==> src/ctcgd_pkg.sv <==
`default_nettype none

package ctcgd_pkg;

  localparam int unsigned ProbW     = 16;
  localparam int unsigned CharW     = 13;
  localparam int unsigned SumW      = 23;
  localparam int unsigned CntW      = 8;
  localparam int unsigned DividendW = SumW + 1;
  localparam int unsigned DivCntW   = $clog2(DividendW);

  localparam logic [SumW-1:0] SumMax     = {SumW{1'b1}};
  localparam logic [CntW-1:0] CountHwMax = {CntW{1'b1}};

  typedef struct packed {
    logic [ProbW-1:0] prob;
    logic             last_in_step;
    logic             last_in_sequence;
  } in_item_t;

  typedef struct packed {
    logic             has_char;
    logic [CharW-1:0] char_index;
    logic             end_of_sequence;
    logic [ProbW-1:0] mean_score;
    logic             empty_sequence;
  } out_item_t;

  typedef struct packed {
    logic                 start;
    logic [DividendW-1:0] dividend;
    logic [CntW-1:0]      divisor;
  } div_req_t;

  typedef struct packed {
    logic             done;
    logic [ProbW-1:0] quotient;
  } div_rsp_t;

endpackage

`default_nettype wire

==> src/ctcgd_divider.sv <==
`default_nettype none

// Restoring divider, one quotient bit per cycle. The quotient saturates to
// the probability width.
module ctcgd_divider
  import ctcgd_pkg::*;
(
  input  wire logic     clk_i,
  input  wire logic     rst_ni,
  input  wire div_req_t req_i,
  output div_rsp_t      rsp_o
);

  localparam logic [DivCntW-1:0] LastStep = DivCntW'(DividendW - 1);

  logic                 busy_q;
  logic                 done_q;
  logic [DivCntW-1:0]   step_q;
  logic [CntW-1:0]      rem_q;
  logic [CntW-1:0]      dsr_q;
  logic [DividendW-1:0] quo_q;
  logic [CntW:0]        shifted;
  logic [CntW:0]        trial;
  logic                 fits;

  assign shifted = {rem_q, quo_q[DividendW-1]};
  assign trial   = shifted - {1'b0, dsr_q};
  assign fits    = shifted >= {1'b0, dsr_q};

  always_ff @(posedge clk_i or negedge rst_ni) begin
    if (!rst_ni) begin
      busy_q <= 1'b0;
      done_q <= 1'b0;
      step_q <= '0;
      rem_q  <= '0;
      dsr_q  <= '0;
      quo_q  <= '0;
    end else begin
      done_q <= 1'b0;
      if (req_i.start) begin
        busy_q <= 1'b1;
        step_q <= '0;
        rem_q  <= '0;
        dsr_q  <= req_i.divisor;
        quo_q  <= req_i.dividend;
      end else if (busy_q) begin
        rem_q  <= fits ? trial[CntW-1:0] : shifted[CntW-1:0];
        quo_q  <= {quo_q[DividendW-2:0], fits};
        step_q <= step_q + 1'b1;
        if (step_q == LastStep) begin
          busy_q <= 1'b0;
          done_q <= 1'b1;
        end
      end
    end
  end

  assign rsp_o.done     = done_q;
  assign rsp_o.quotient = (quo_q[DividendW-1:ProbW] != '0) ? {ProbW{1'b1}}
                                                           : quo_q[ProbW-1:0];

endmodule

`default_nettype wire

==> src/ctc_greedy_decoder_unit.sv <==
// Timing: an item that does not end a sequence with kept characters has its
// result, if any, registered on the output at the accepting edge. An item that
// ends a sequence with kept characters starts a restoring division; S_DIV waits
// for the divider, S_EMIT registers the result once the output is free, and no
// item is taken before that. Otherwise one item per cycle while the output is free.
// Reset is asynchronous and clears all state; there is no clearing pass.
`default_nettype none

module ctc_greedy_decoder_unit
  import ctcgd_pkg::*;
#(
  parameter int unsigned CLASS_COUNT = 8192,
  parameter int unsigned MAX_STEPS   = 128
) (
  input  wire logic      clk_i,
  input  wire logic      rst_ni,
  input  wire logic      in_valid_i,
  output logic           in_ready_o,
  input  wire in_item_t  in_data_i,
  output logic           out_valid_o,
  input  wire logic      out_ready_i,
  output out_item_t      out_data_o
);

  localparam int unsigned IdxW = $clog2(CLASS_COUNT);
  localparam logic [IdxW-1:0] LastClass = IdxW'(CLASS_COUNT - 1);
  localparam logic [CntW-1:0] CountCap =
    (MAX_STEPS < 255) ? CntW'(MAX_STEPS) : CountHwMax;

  typedef enum logic [1:0] {
    S_IDLE,
    S_DIV,
    S_EMIT
  } state_e;

  state_e          state_q, state_d;
  logic [IdxW-1:0] class_cnt_q, class_cnt_d;
  logic [ProbW-1:0] best_val_q, best_val_d;
  logic [IdxW-1:0] best_idx_q, best_idx_d;
  logic [IdxW-1:0] prev_idx_q, prev_idx_d;
  logic [SumW-1:0] sum_q, sum_d;
  logic [CntW-1:0] cnt_q, cnt_d;
  logic            pend_char_q, pend_char_d;
  logic [CharW-1:0] pend_idx_q, pend_idx_d;
  logic            out_valid_q, out_valid_d;
  out_item_t       out_q, out_d;

  logic            accept;
  logic            take;
  logic [ProbW-1:0] cur_val;
  logic [IdxW-1:0] cur_idx;
  logic            step_end;
  logic            seq_end;
  logic            kept;
  logic [SumW:0]   trial_sum;
  logic            add_score;
  logic [SumW-1:0] new_sum;
  logic [CntW-1:0] new_cnt;
  logic            out_free;
  div_req_t        div_req;
  div_rsp_t        div_rsp;

  ctcgd_divider u_divider (
    .clk_i  (clk_i),
    .rst_ni (rst_ni),
    .req_i  (div_req),
    .rsp_o  (div_rsp)
  );

  assign out_free   = !out_valid_q || out_ready_i;
  assign in_ready_o = (state_q == S_IDLE) && out_free;
  assign accept     = in_valid_i && in_ready_o;

  // Running argmax; the first class of a step always loads, ties keep the older index.
  assign take      = (class_cnt_q == '0) || (in_data_i.prob > best_val_q);
  assign cur_val   = take ? in_data_i.prob : best_val_q;
  assign cur_idx   = take ? class_cnt_q : best_idx_q;
  assign step_end  = in_data_i.last_in_step;
  assign seq_end   = step_end && in_data_i.last_in_sequence;
  assign kept      = (cur_idx != '0) && (cur_idx != prev_idx_q);
  assign trial_sum = {1'b0, sum_q} + {{(SumW + 1 - ProbW){1'b0}}, cur_val};
  assign add_score = kept && (cnt_q < CountCap) && (trial_sum <= {1'b0, SumMax});
  assign new_sum   = add_score ? trial_sum[SumW-1:0] : sum_q;
  assign new_cnt   = add_score ? cnt_q + 1'b1 : cnt_q;

  always_comb begin
    state_d     = state_q;
    class_cnt_d = class_cnt_q;
    best_val_d  = best_val_q;
    best_idx_d  = best_idx_q;
    prev_idx_d  = prev_idx_q;
    sum_d       = sum_q;
    cnt_d       = cnt_q;
    pend_char_d = pend_char_q;
    pend_idx_d  = pend_idx_q;
    out_valid_d = out_valid_q && !out_ready_i;
    out_d       = out_q;

    div_req.start    = 1'b0;
    div_req.dividend = {1'b0, new_sum} + {{(DividendW - CntW + 1){1'b0}}, new_cnt[CntW-1:1]};
    div_req.divisor  = new_cnt;

    case (state_q)
      S_IDLE: begin
        if (accept) begin
          best_val_d  = cur_val;
          best_idx_d  = cur_idx;
          class_cnt_d = (class_cnt_q < LastClass) ? class_cnt_q + 1'b1 : class_cnt_q;
          if (step_end) begin
            class_cnt_d = '0;
            best_val_d  = '0;
            best_idx_d  = '0;
            prev_idx_d  = cur_idx;
            sum_d       = new_sum;
            cnt_d       = new_cnt;
            out_d.has_char        = kept;
            out_d.char_index      = kept ? CharW'(cur_idx) : '0;
            out_d.end_of_sequence = seq_end;
            out_d.mean_score      = '0;
            out_d.empty_sequence  = seq_end && (new_cnt == '0);
            if (seq_end) begin
              prev_idx_d = '0;
              sum_d      = '0;
              cnt_d      = '0;
              if (new_cnt == '0) begin
                out_valid_d = 1'b1;
              end else begin
                div_req.start = 1'b1;
                pend_char_d   = kept;
                pend_idx_d    = out_d.char_index;
                state_d       = S_DIV;
              end
            end else if (kept) begin
              out_valid_d = 1'b1;
            end
          end
        end
      end
      S_DIV: begin
        if (div_rsp.done) begin
          state_d = S_EMIT;
        end
      end
      S_EMIT: begin
        if (out_free) begin
          out_valid_d           = 1'b1;
          out_d.has_char        = pend_char_q;
          out_d.char_index      = pend_idx_q;
          out_d.end_of_sequence = 1'b1;
          out_d.mean_score      = div_rsp.quotient;
          out_d.empty_sequence  = 1'b0;
          state_d               = S_IDLE;
        end
      end
      default: begin
        state_d = S_IDLE;
      end
    endcase
  end

  always_ff @(posedge clk_i or negedge rst_ni) begin
    if (!rst_ni) begin
      state_q     <= S_IDLE;
      class_cnt_q <= '0;
      best_val_q  <= '0;
      best_idx_q  <= '0;
      prev_idx_q  <= '0;
      sum_q       <= '0;
      cnt_q       <= '0;
      pend_char_q <= 1'b0;
      pend_idx_q  <= '0;
      out_valid_q <= 1'b0;
      out_q       <= '0;
    end else begin
      state_q     <= state_d;
      class_cnt_q <= class_cnt_d;
      best_val_q  <= best_val_d;
      best_idx_q  <= best_idx_d;
      prev_idx_q  <= prev_idx_d;
      sum_q       <= sum_d;
      cnt_q       <= cnt_d;
      pend_char_q <= pend_char_d;
      pend_idx_q  <= pend_idx_d;
      out_valid_q <= out_valid_d;
      out_q       <= out_d;
    end
  end

  assign out_valid_o = out_valid_q;
  assign out_data_o  = out_q;

endmodule

`default_nettype wire

==> config.mk <==
export PLATFORM = sky130hd
export DESIGN_NAME = ctc_greedy_decoder_unit
export DESIGN_NICKNAME = d
export VERILOG_FILES = /design/src/ctcgd_pkg.sv /design/src/ctcgd_divider.sv /design/src/ctc_greedy_decoder_unit.sv
export SDC_FILE = /design/constraint.sdc
export NUM_CORES = 1
export LEC_CHECK = 0
export BUFFER_PORTS_ARGS = -buffer_cell sky130_fd_sc_hd__buf_4
export CORE_MARGIN = 5
export CORE_UTILIZATION = 55
export CTS_CLUSTER_DIAMETER = 50
export DETAILED_ROUTE_END_ITERATION = 16
export HOLD_SLACK_MARGIN = 0.15
export PLACE_DENSITY = 0.73
export REMOVE_ABC_BUFFERS = 1
export SYNTH_ARGS = -nofsm -noshare
export SYNTH_HDL_FRONTEND = slang
export SYNTH_SLANG_ARGS = --single-unit
==> constraint.sdc <==
create_clock -name clk_i -period 9.4 [get_ports clk_i]
set_input_delay 0.94 -clock clk_i [delete_from_list [all_inputs] [get_ports clk_i]]
set_output_delay 0.94 -clock clk_i [all_outputs]
set_load 0.005 [all_outputs]
=== After elaboration in Yosys (flattened, before gate mapping) ===
Index checks and enable logic that the tools add are counted.

* Bitwise gates (word level): 1
* Equal/unequal tests: 10
* Magnitude comparators: 5
* Reduce and logical (&&, ||, !) cells: 26
* Multiplexer cells: 49
* Add/sub/neg operators: 6

{| class="wikitable"
|+ Operator list
! operator !! count
|-
| $mux 32 || 3
|-
| $mux 13 || 6
|-
| $pmux 32 s2 || 1
|-
| $mux 16 || 3
|-
| $mux 24 || 2
|-
| $mux 23 || 2
|-
| $mux 8 || 5
|-
| $add 23x16->24 || 1
|-
| $add 23x7->24 || 1
|-
| $le 24x23->1 const B || 1
|-
| $mux 1 || 17
|-
| $gt 16x16->1 || 1
|-
| $add 13x1->13 const B || 1
|-
| $logic_not 13->1 || 1
|-
| $lt 13x13->1 const B || 1
|-
| $ne 13x13->1 || 1
|-
| $reduce_bool 13->1 || 1
|-
| $mux 2 || 6
|-
| $mux 5 || 2
|-
| $ne 2x2->1 const B || 5
|-
| $ge 9x8->1 || 1
|-
| $add 8x1->8 const B || 1
|-
| $logic_and 1x1->1 || 8
|-
| $logic_not 8->1 || 1
|-
| 20 further kinds || 25
|}

* Bits in registers: 182
* Word-level logic and storage cells: 118
* Input bits: 22

=== Longest topological paths before layout ===
* Depth after elaboration: 15
* Mapped depth: 40

=== By module ===
From an unflattened synthesis, not the netlist that was laid out.

* Cells, all modules: 1283
* Area, all modules: 11433.5 um^2

{| class="wikitable"
|+ Modules (own cells, without submodules)
! module !! area each (um^2) !! times used !! sequential area each (um^2) !! cells an instance
|-
| ctc_greedy_decoder_unit || 8812.2 || 1 || 3378.2 || 1005
|-
| ctcgd_divider || 2621.3 || 1 || 1176.1 || 278
|}

=== Worst setup path before layout ===
OpenSTA, ideal clock, no wires.

* Path kind: input to register
* Start point: in in_data_i[17] (netlist name)
* End point: reg u_divider.quo_q[22]
* Setup slack: 1607 ps
* Required time: 9276 ps
* Data arrival time: 7670 ps
* Stages: 36
* Setup time: 124 ps
* Cell sequence: ha_1 > nand4_1 > or4_4 > or2_1 > o31ai_2 > buf_4 > nand2_1 > clkbuf_1 > nand2_1 > o21ai_0 > ha_1 > a211oi_1 > nor2_1 > nor4_1 > a211oi_1 > o211ai_1 > nand2b_1 > nor2_1 > o21ai_2 > buf_4 > buf_2 > mux2_2 > ha_1 > inv_1 > fa_1 > nor2b_1 > o21ai_0 > nand2b_1 > a21o_1 > a21o_1 > a21oi_1 > or3_1 > a211oi_1 > nand3_1 > xnor2_1 > o21ai_1

* Cells in the longest elaborated chain, start to end: 15

{| class="wikitable"
|+ RTL lines
! element !! line !! RTL
|-
| from (decl) || ctc_greedy_decoder_unit.sv:19 || <nowiki>input wire in_item_t in_data_i,</nowiki>
|-
| parallel branches: the longest is 15 deep, another holds $add 23x16->24 || n/a ||
|-
| to (signal assigned) || ctcgd_divider.sv:45 || <nowiki>quo_q <= req_i.dividend;</nowiki>
|-
| to (signal assigned) || ctcgd_divider.sv:48 || <nowiki>quo_q <= {quo_q[DividendW-2:0], fits};</nowiki>
|-
| to (decl) || ctcgd_divider.sv:21 || <nowiki>logic [DividendW-1:0] quo_q;</nowiki>
|}

Parallel ways; which one is timed is not known.
A chain may end at the register's enable or synchronous reset.

=== Worst setup path in the final report ===
Same ends and word-level chain as after synthesis.

==> impl_metrics.prom <==
# TYPE chip_impl_metric gauge
chip_impl_info{name="run_status",value="complete, no violations"} 1
chip_impl_metric{name="timing_worst_slew_pin_value",unit="ns"} 1.21
chip_impl_metric{name="peakVddDrop",unit="mV"} 0.227
chip_impl_metric{name="max-cap-violations",unit=""} 0
chip_impl_metric{name="reg2regPathDepth",unit=""} 33
chip_impl_metric{name="drc_errors",unit=""} 0
chip_impl_metric{name="floorplan.core_area",unit="sq mm"} 0.0196
chip_impl_info{name="mostFrequentLayoutCell",value="sky130_fd_sc_hd__dfrtp_1"} 1
chip_impl_metric{name="post_synth_inst_count",unit=""} 1239
chip_impl_metric{name="number_of_global_route_vias_before_repair",unit=""} 8824
chip_impl_metric{name="layout-drive-gt1-share",unit=""} 0.104
chip_impl_metric{name="slew_viol_final",unit=""} 0
chip_impl_metric{name="postLayoutCoreUtil",unit=""} 0.622
chip_impl_metric{name="clk-insertion-delay-late",unit="ns"} 0.43
chip_impl_metric{name="post_syn_area",unit="sq mm"} 0.0110
chip_impl_info{name="final_cell_mix",value="sky130_fd_sc_hd__dfrtp_1, sky130_fd_sc_hd__nand2_1, sky130_fd_sc_hd__o21ai_0"} 1
chip_impl_metric{name="cp_slowest_stage_delay",unit="ns"} 0.62
chip_impl_metric{name="cellLeakagePower",unit="uW"} 0.00558
chip_impl_metric{name="detail_route.iter0.violations",unit=""} 820
chip_impl_info{name="synth_area_leaders",value="sky130_fd_sc_hd__dfrtp_1, sky130_fd_sc_hd__ha_1, sky130_fd_sc_hd__o21ai_0, sky130_fd_sc_hd__nand2_1, sky130_fd_sc_hd__a21oi_1"} 1
chip_impl_metric{name="fin_setup_tns",unit="ns"} 0
chip_impl_info{name="worstHoldPathType",value="register to register"} 1
chip_impl_metric{name="share_of_the_synthesized_area_in_the_top_cell_type",unit=""} 0.413
chip_impl_metric{name="synth_cell_type_count",unit=""} 74
chip_impl_metric{name="clk_path_buf_depth",unit=""} 2
chip_impl_metric{name="floorplan.die.height",unit="microns"} 152
chip_impl_metric{name="clock.fmax",unit="MHz"} 127
chip_impl_metric{name="finalHoldViolCount",unit=""} 0
chip_impl_metric{name="synth-edff-count",unit=""} 0
chip_impl_metric{name="grt_pass1_wl",unit="mm"} 45.5
chip_impl_metric{name="report.final.setup_viol",unit=""} 0
chip_impl_metric{name="post_cts_resize_count",unit=""} 0
chip_impl_metric{name="synth-async-reset-ratio",unit=""} 1.00
chip_impl_metric{name="dpl_worst_slack",unit="ns"} 1.12
chip_impl_metric{name="hold-path-cell-count",unit=""} 1
chip_impl_metric{name="avgSynthCellArea",unit="sq um"} 8.89
chip_impl_info{name="cp_slowest_cell",value="sky130_fd_sc_hd__or4_4"} 1
chip_impl_metric{name="dr_total_vias",unit=""} 9311
chip_impl_metric{name="p_per_area",unit="mW/mm^2"} 327
chip_impl_metric{name="initial_utilization",unit=""} 0.562
chip_impl_metric{name="clk_pin_slew_worst_setup_hold_paths",unit="ns"} 0.07
chip_impl_info{name="criticalPathCategory",value="input port to register"} 1
chip_impl_metric{name="ios",unit=""} 56
chip_impl_metric{name="ys_seq_elements",unit=""} 182
chip_impl_metric{name="crit_path_max_fanout",unit=""} 31
chip_impl_metric{name="synthesis.yosys.warnings",unit=""} 0
chip_impl_metric{name="placementRows",unit=""} 51
chip_impl_metric{name="port-buffer-count",unit=""} 55
chip_impl_metric{name="required",unit="ns"} 9.71
chip_impl_metric{name="cts_sinks",unit=""} 182
chip_impl_info{name="cp_top_family",value="simple AND/OR/NAND/NOR gates"} 1
chip_impl_metric{name="gr-usage-all-layers",unit=""} 0.247
chip_impl_info{name="tritoncts_clock_tree",value="built"} 1
chip_impl_info{name="ctsRootBufferMaster",value="sky130_fd_sc_hd__clkbuf_16"} 1
chip_impl_metric{name="number_of_stages_on_the_worst_setup_path",unit=""} 33
chip_impl_metric{name="drt_wl_total",unit="mm"} 27.5
chip_impl_metric{name="drt_pass1_iterations",unit=""} 6
chip_impl_metric{name="synth-seq-area-share",unit=""} 0.413
chip_impl_metric{name="finalCritPeriodShare",unit=""} 0.840
chip_impl_metric{name="grt_max_degree",unit=""} 106
chip_impl_metric{name="fin_skew",unit="ns"} 0.0117
chip_impl_metric{name="dp.final_hpwl",unit="mm"} 19.1
chip_impl_metric{name="holdBufCountCts",unit=""} 0
chip_impl_info{name="setup_repair_after_global_routing_missed_its_margin",value="false"} 1
chip_impl_metric{name="antenna_left",unit=""} 0
chip_impl_metric{name="fillCellCount",unit=""} 1680
chip_impl_info{name="start_kind",value="input port"} 1
chip_impl_metric{name="layout.nets",unit=""} 1344
chip_impl_metric{name="route.detailed.wl_per_inst",unit="microns"} 17.8
chip_impl_metric{name="via_per_inst",unit=""} 6.03
chip_impl_metric{name="cp_num_buf_inv",unit=""} 3
chip_impl_metric{name="layout_min_cycle_time",unit="ns"} 7.90
chip_impl_metric{name="die_extent_in_x",unit="microns"} 152
chip_impl_metric{name="flow.area_growth_from_synthesis",unit="%"} 10.7
chip_impl_info{name="postSynth.topFlopCell",value="sky130_fd_sc_hd__dfrtp_1"} 1
chip_impl_info{name="synthDominantAreaCellType",value="sky130_fd_sc_hd__dfrtp_1"} 1
chip_impl_metric{name="antenna_violations_before_repair",unit=""} 0
chip_impl_metric{name="htree_levels",unit=""} 4
chip_impl_metric{name="cts_buffers",unit=""} 17
chip_impl_metric{name="timing.critical_path.arrival",unit="ns"} 8.21
chip_impl_metric{name="antenna_cells",unit=""} 0
chip_impl_metric{name="fp.dieArea",unit="sq mm"} 0.0230
chip_impl_metric{name="max-slew-margin-rel",unit=""} 0.187
chip_impl_metric{name="cts_post_setup_buffers_inserted",unit=""} 0
chip_impl_metric{name="timing.final.ws_setup",unit="ns"} 1.50
chip_impl_info{name="worst_setup_path_end_kind",value="register"} 1
chip_impl_metric{name="finalWeightedCongestion",unit=""} 0.920
chip_impl_metric{name="overflow",unit=""} 0
## cells by family after synthesis
| logic type | count (synthesis) | synth area share |
|---|---|---|
| buf+inv | 118 | 0.0441 |
| mux | 48 | 0.0459 |
| flops | 182 | 0.413 |
| compound gates | 358 | 0.202 |
| fa+ha+maj | 56 | 0.0656 |
| simple gates | 402 | 0.170 |
| xor+xnor | 75 | 0.0596 |
## through the flow
stage	cell area (sq um)	power (uW)	hold slack (ns)	instances
6_report	12200	3990	0.470	1544
4_1_cts	12200	3990	0.468	1544
5_1_grt	12200	4300	0.480	1544
3_5_place_dp	11600	3260	0.454	1512
2_1_floorplan	10700	2650	0.424	1178
3_3_place_gp	11600	3210	0.454	1512
## worst paths after layout
kind	startpoint	endpoint	slack, ns
hold / removal	u_divider.done_q	state_q[0]	0.47
setup / recovery	in_data_i[17]	u_divider.quo_q[22]	1.50
setup reg to reg	best_val_q[15]	u_divider.quo_q[22]	1.73
min in group asynchronous	rst_ni	out_data_o[29]	0.60
hold reg to reg	u_divider.done_q	state_q[0]	0.47
max in group asynchronous	rst_ni	u_divider.quo_q[11]	7.23
## area by class of cell
class	count	area (sq um)	area share
inverters	57	214	0.0175
flip-flops and latches	182	4560	0.374
repair buffers	69	537	0.0440
well taps	265	332	0.0272
clock buffers	24	482	0.0395
clock inverters	8	90.1	0.00739
multi-input cells	939	5980	0.491
## synth_stat cells, types with 11 or more instances
cell and count:
sky130_fd_sc_hd__dfrtp_1 182, sky130_fd_sc_hd__nand2_1 160, sky130_fd_sc_hd__o21ai_0 124, sky130_fd_sc_hd__nor2_1 97, sky130_fd_sc_hd__a21oi_1 74, sky130_fd_sc_hd__inv_1 56
sky130_fd_sc_hd__ha_1 53, sky130_fd_sc_hd__clkbuf_1 43, sky130_fd_sc_hd__xnor2_1 42, sky130_fd_sc_hd__xor2_1 33, sky130_fd_sc_hd__mux2i_1 28, sky130_fd_sc_hd__a22o_1 25
sky130_fd_sc_hd__nand3_1 19, sky130_fd_sc_hd__nor3_1 19, sky130_fd_sc_hd__o21ai_1 19, sky130_fd_sc_hd__and3_1 18, sky130_fd_sc_hd__mux2_2 18, sky130_fd_sc_hd__nand4_1 18
sky130_fd_sc_hd__a21o_1 16, sky130_fd_sc_hd__o22ai_1 14, sky130_fd_sc_hd__o31ai_1 14, sky130_fd_sc_hd__nor4_1 12, sky130_fd_sc_hd__o211ai_1 12, sky130_fd_sc_hd__a211oi_1 11
sky130_fd_sc_hd__a31oi_1 11, sky130_fd_sc_hd__nor2b_1 11
## where the power goes
group / switching [uW] / total [uW] / internal, uW
Sequential: 213 / 1230 / 1020
Combinational: 1220 / 2060 / 840
Clock: 316 / 708 / 391
## layer usage
metal / up-vias / part of all wire / global-route usage
met5: - / 0 / 0
met4: 0 / 0.012 / 0.0548
met3: 36 / 0.058 / 0.0339
met2: 285 / 0.45 / 0.378
met1: 4520 / 0.48 / 0.376
li1: 4470 / - / -
## sequential cells by signal (all words and copies together), names as in the netlist
signal            cells
state_q               2
sum_q                23
out_valid_o           1
u_divider.quo_q      24
u_divider.step_q      5
cnt_q                 8
prev_idx_q           13
u_divider.busy_q      1
pend_idx_q           13
u_divider.dsr_q       8
u_divider.rem_q       8
best_val_q           16
out_data_o           32
class_cnt_q          13
pend_char_q           1
u_divider.done_q      1
best_idx_q           13
No activity file was read; power rests on OpenSTA's default activity.
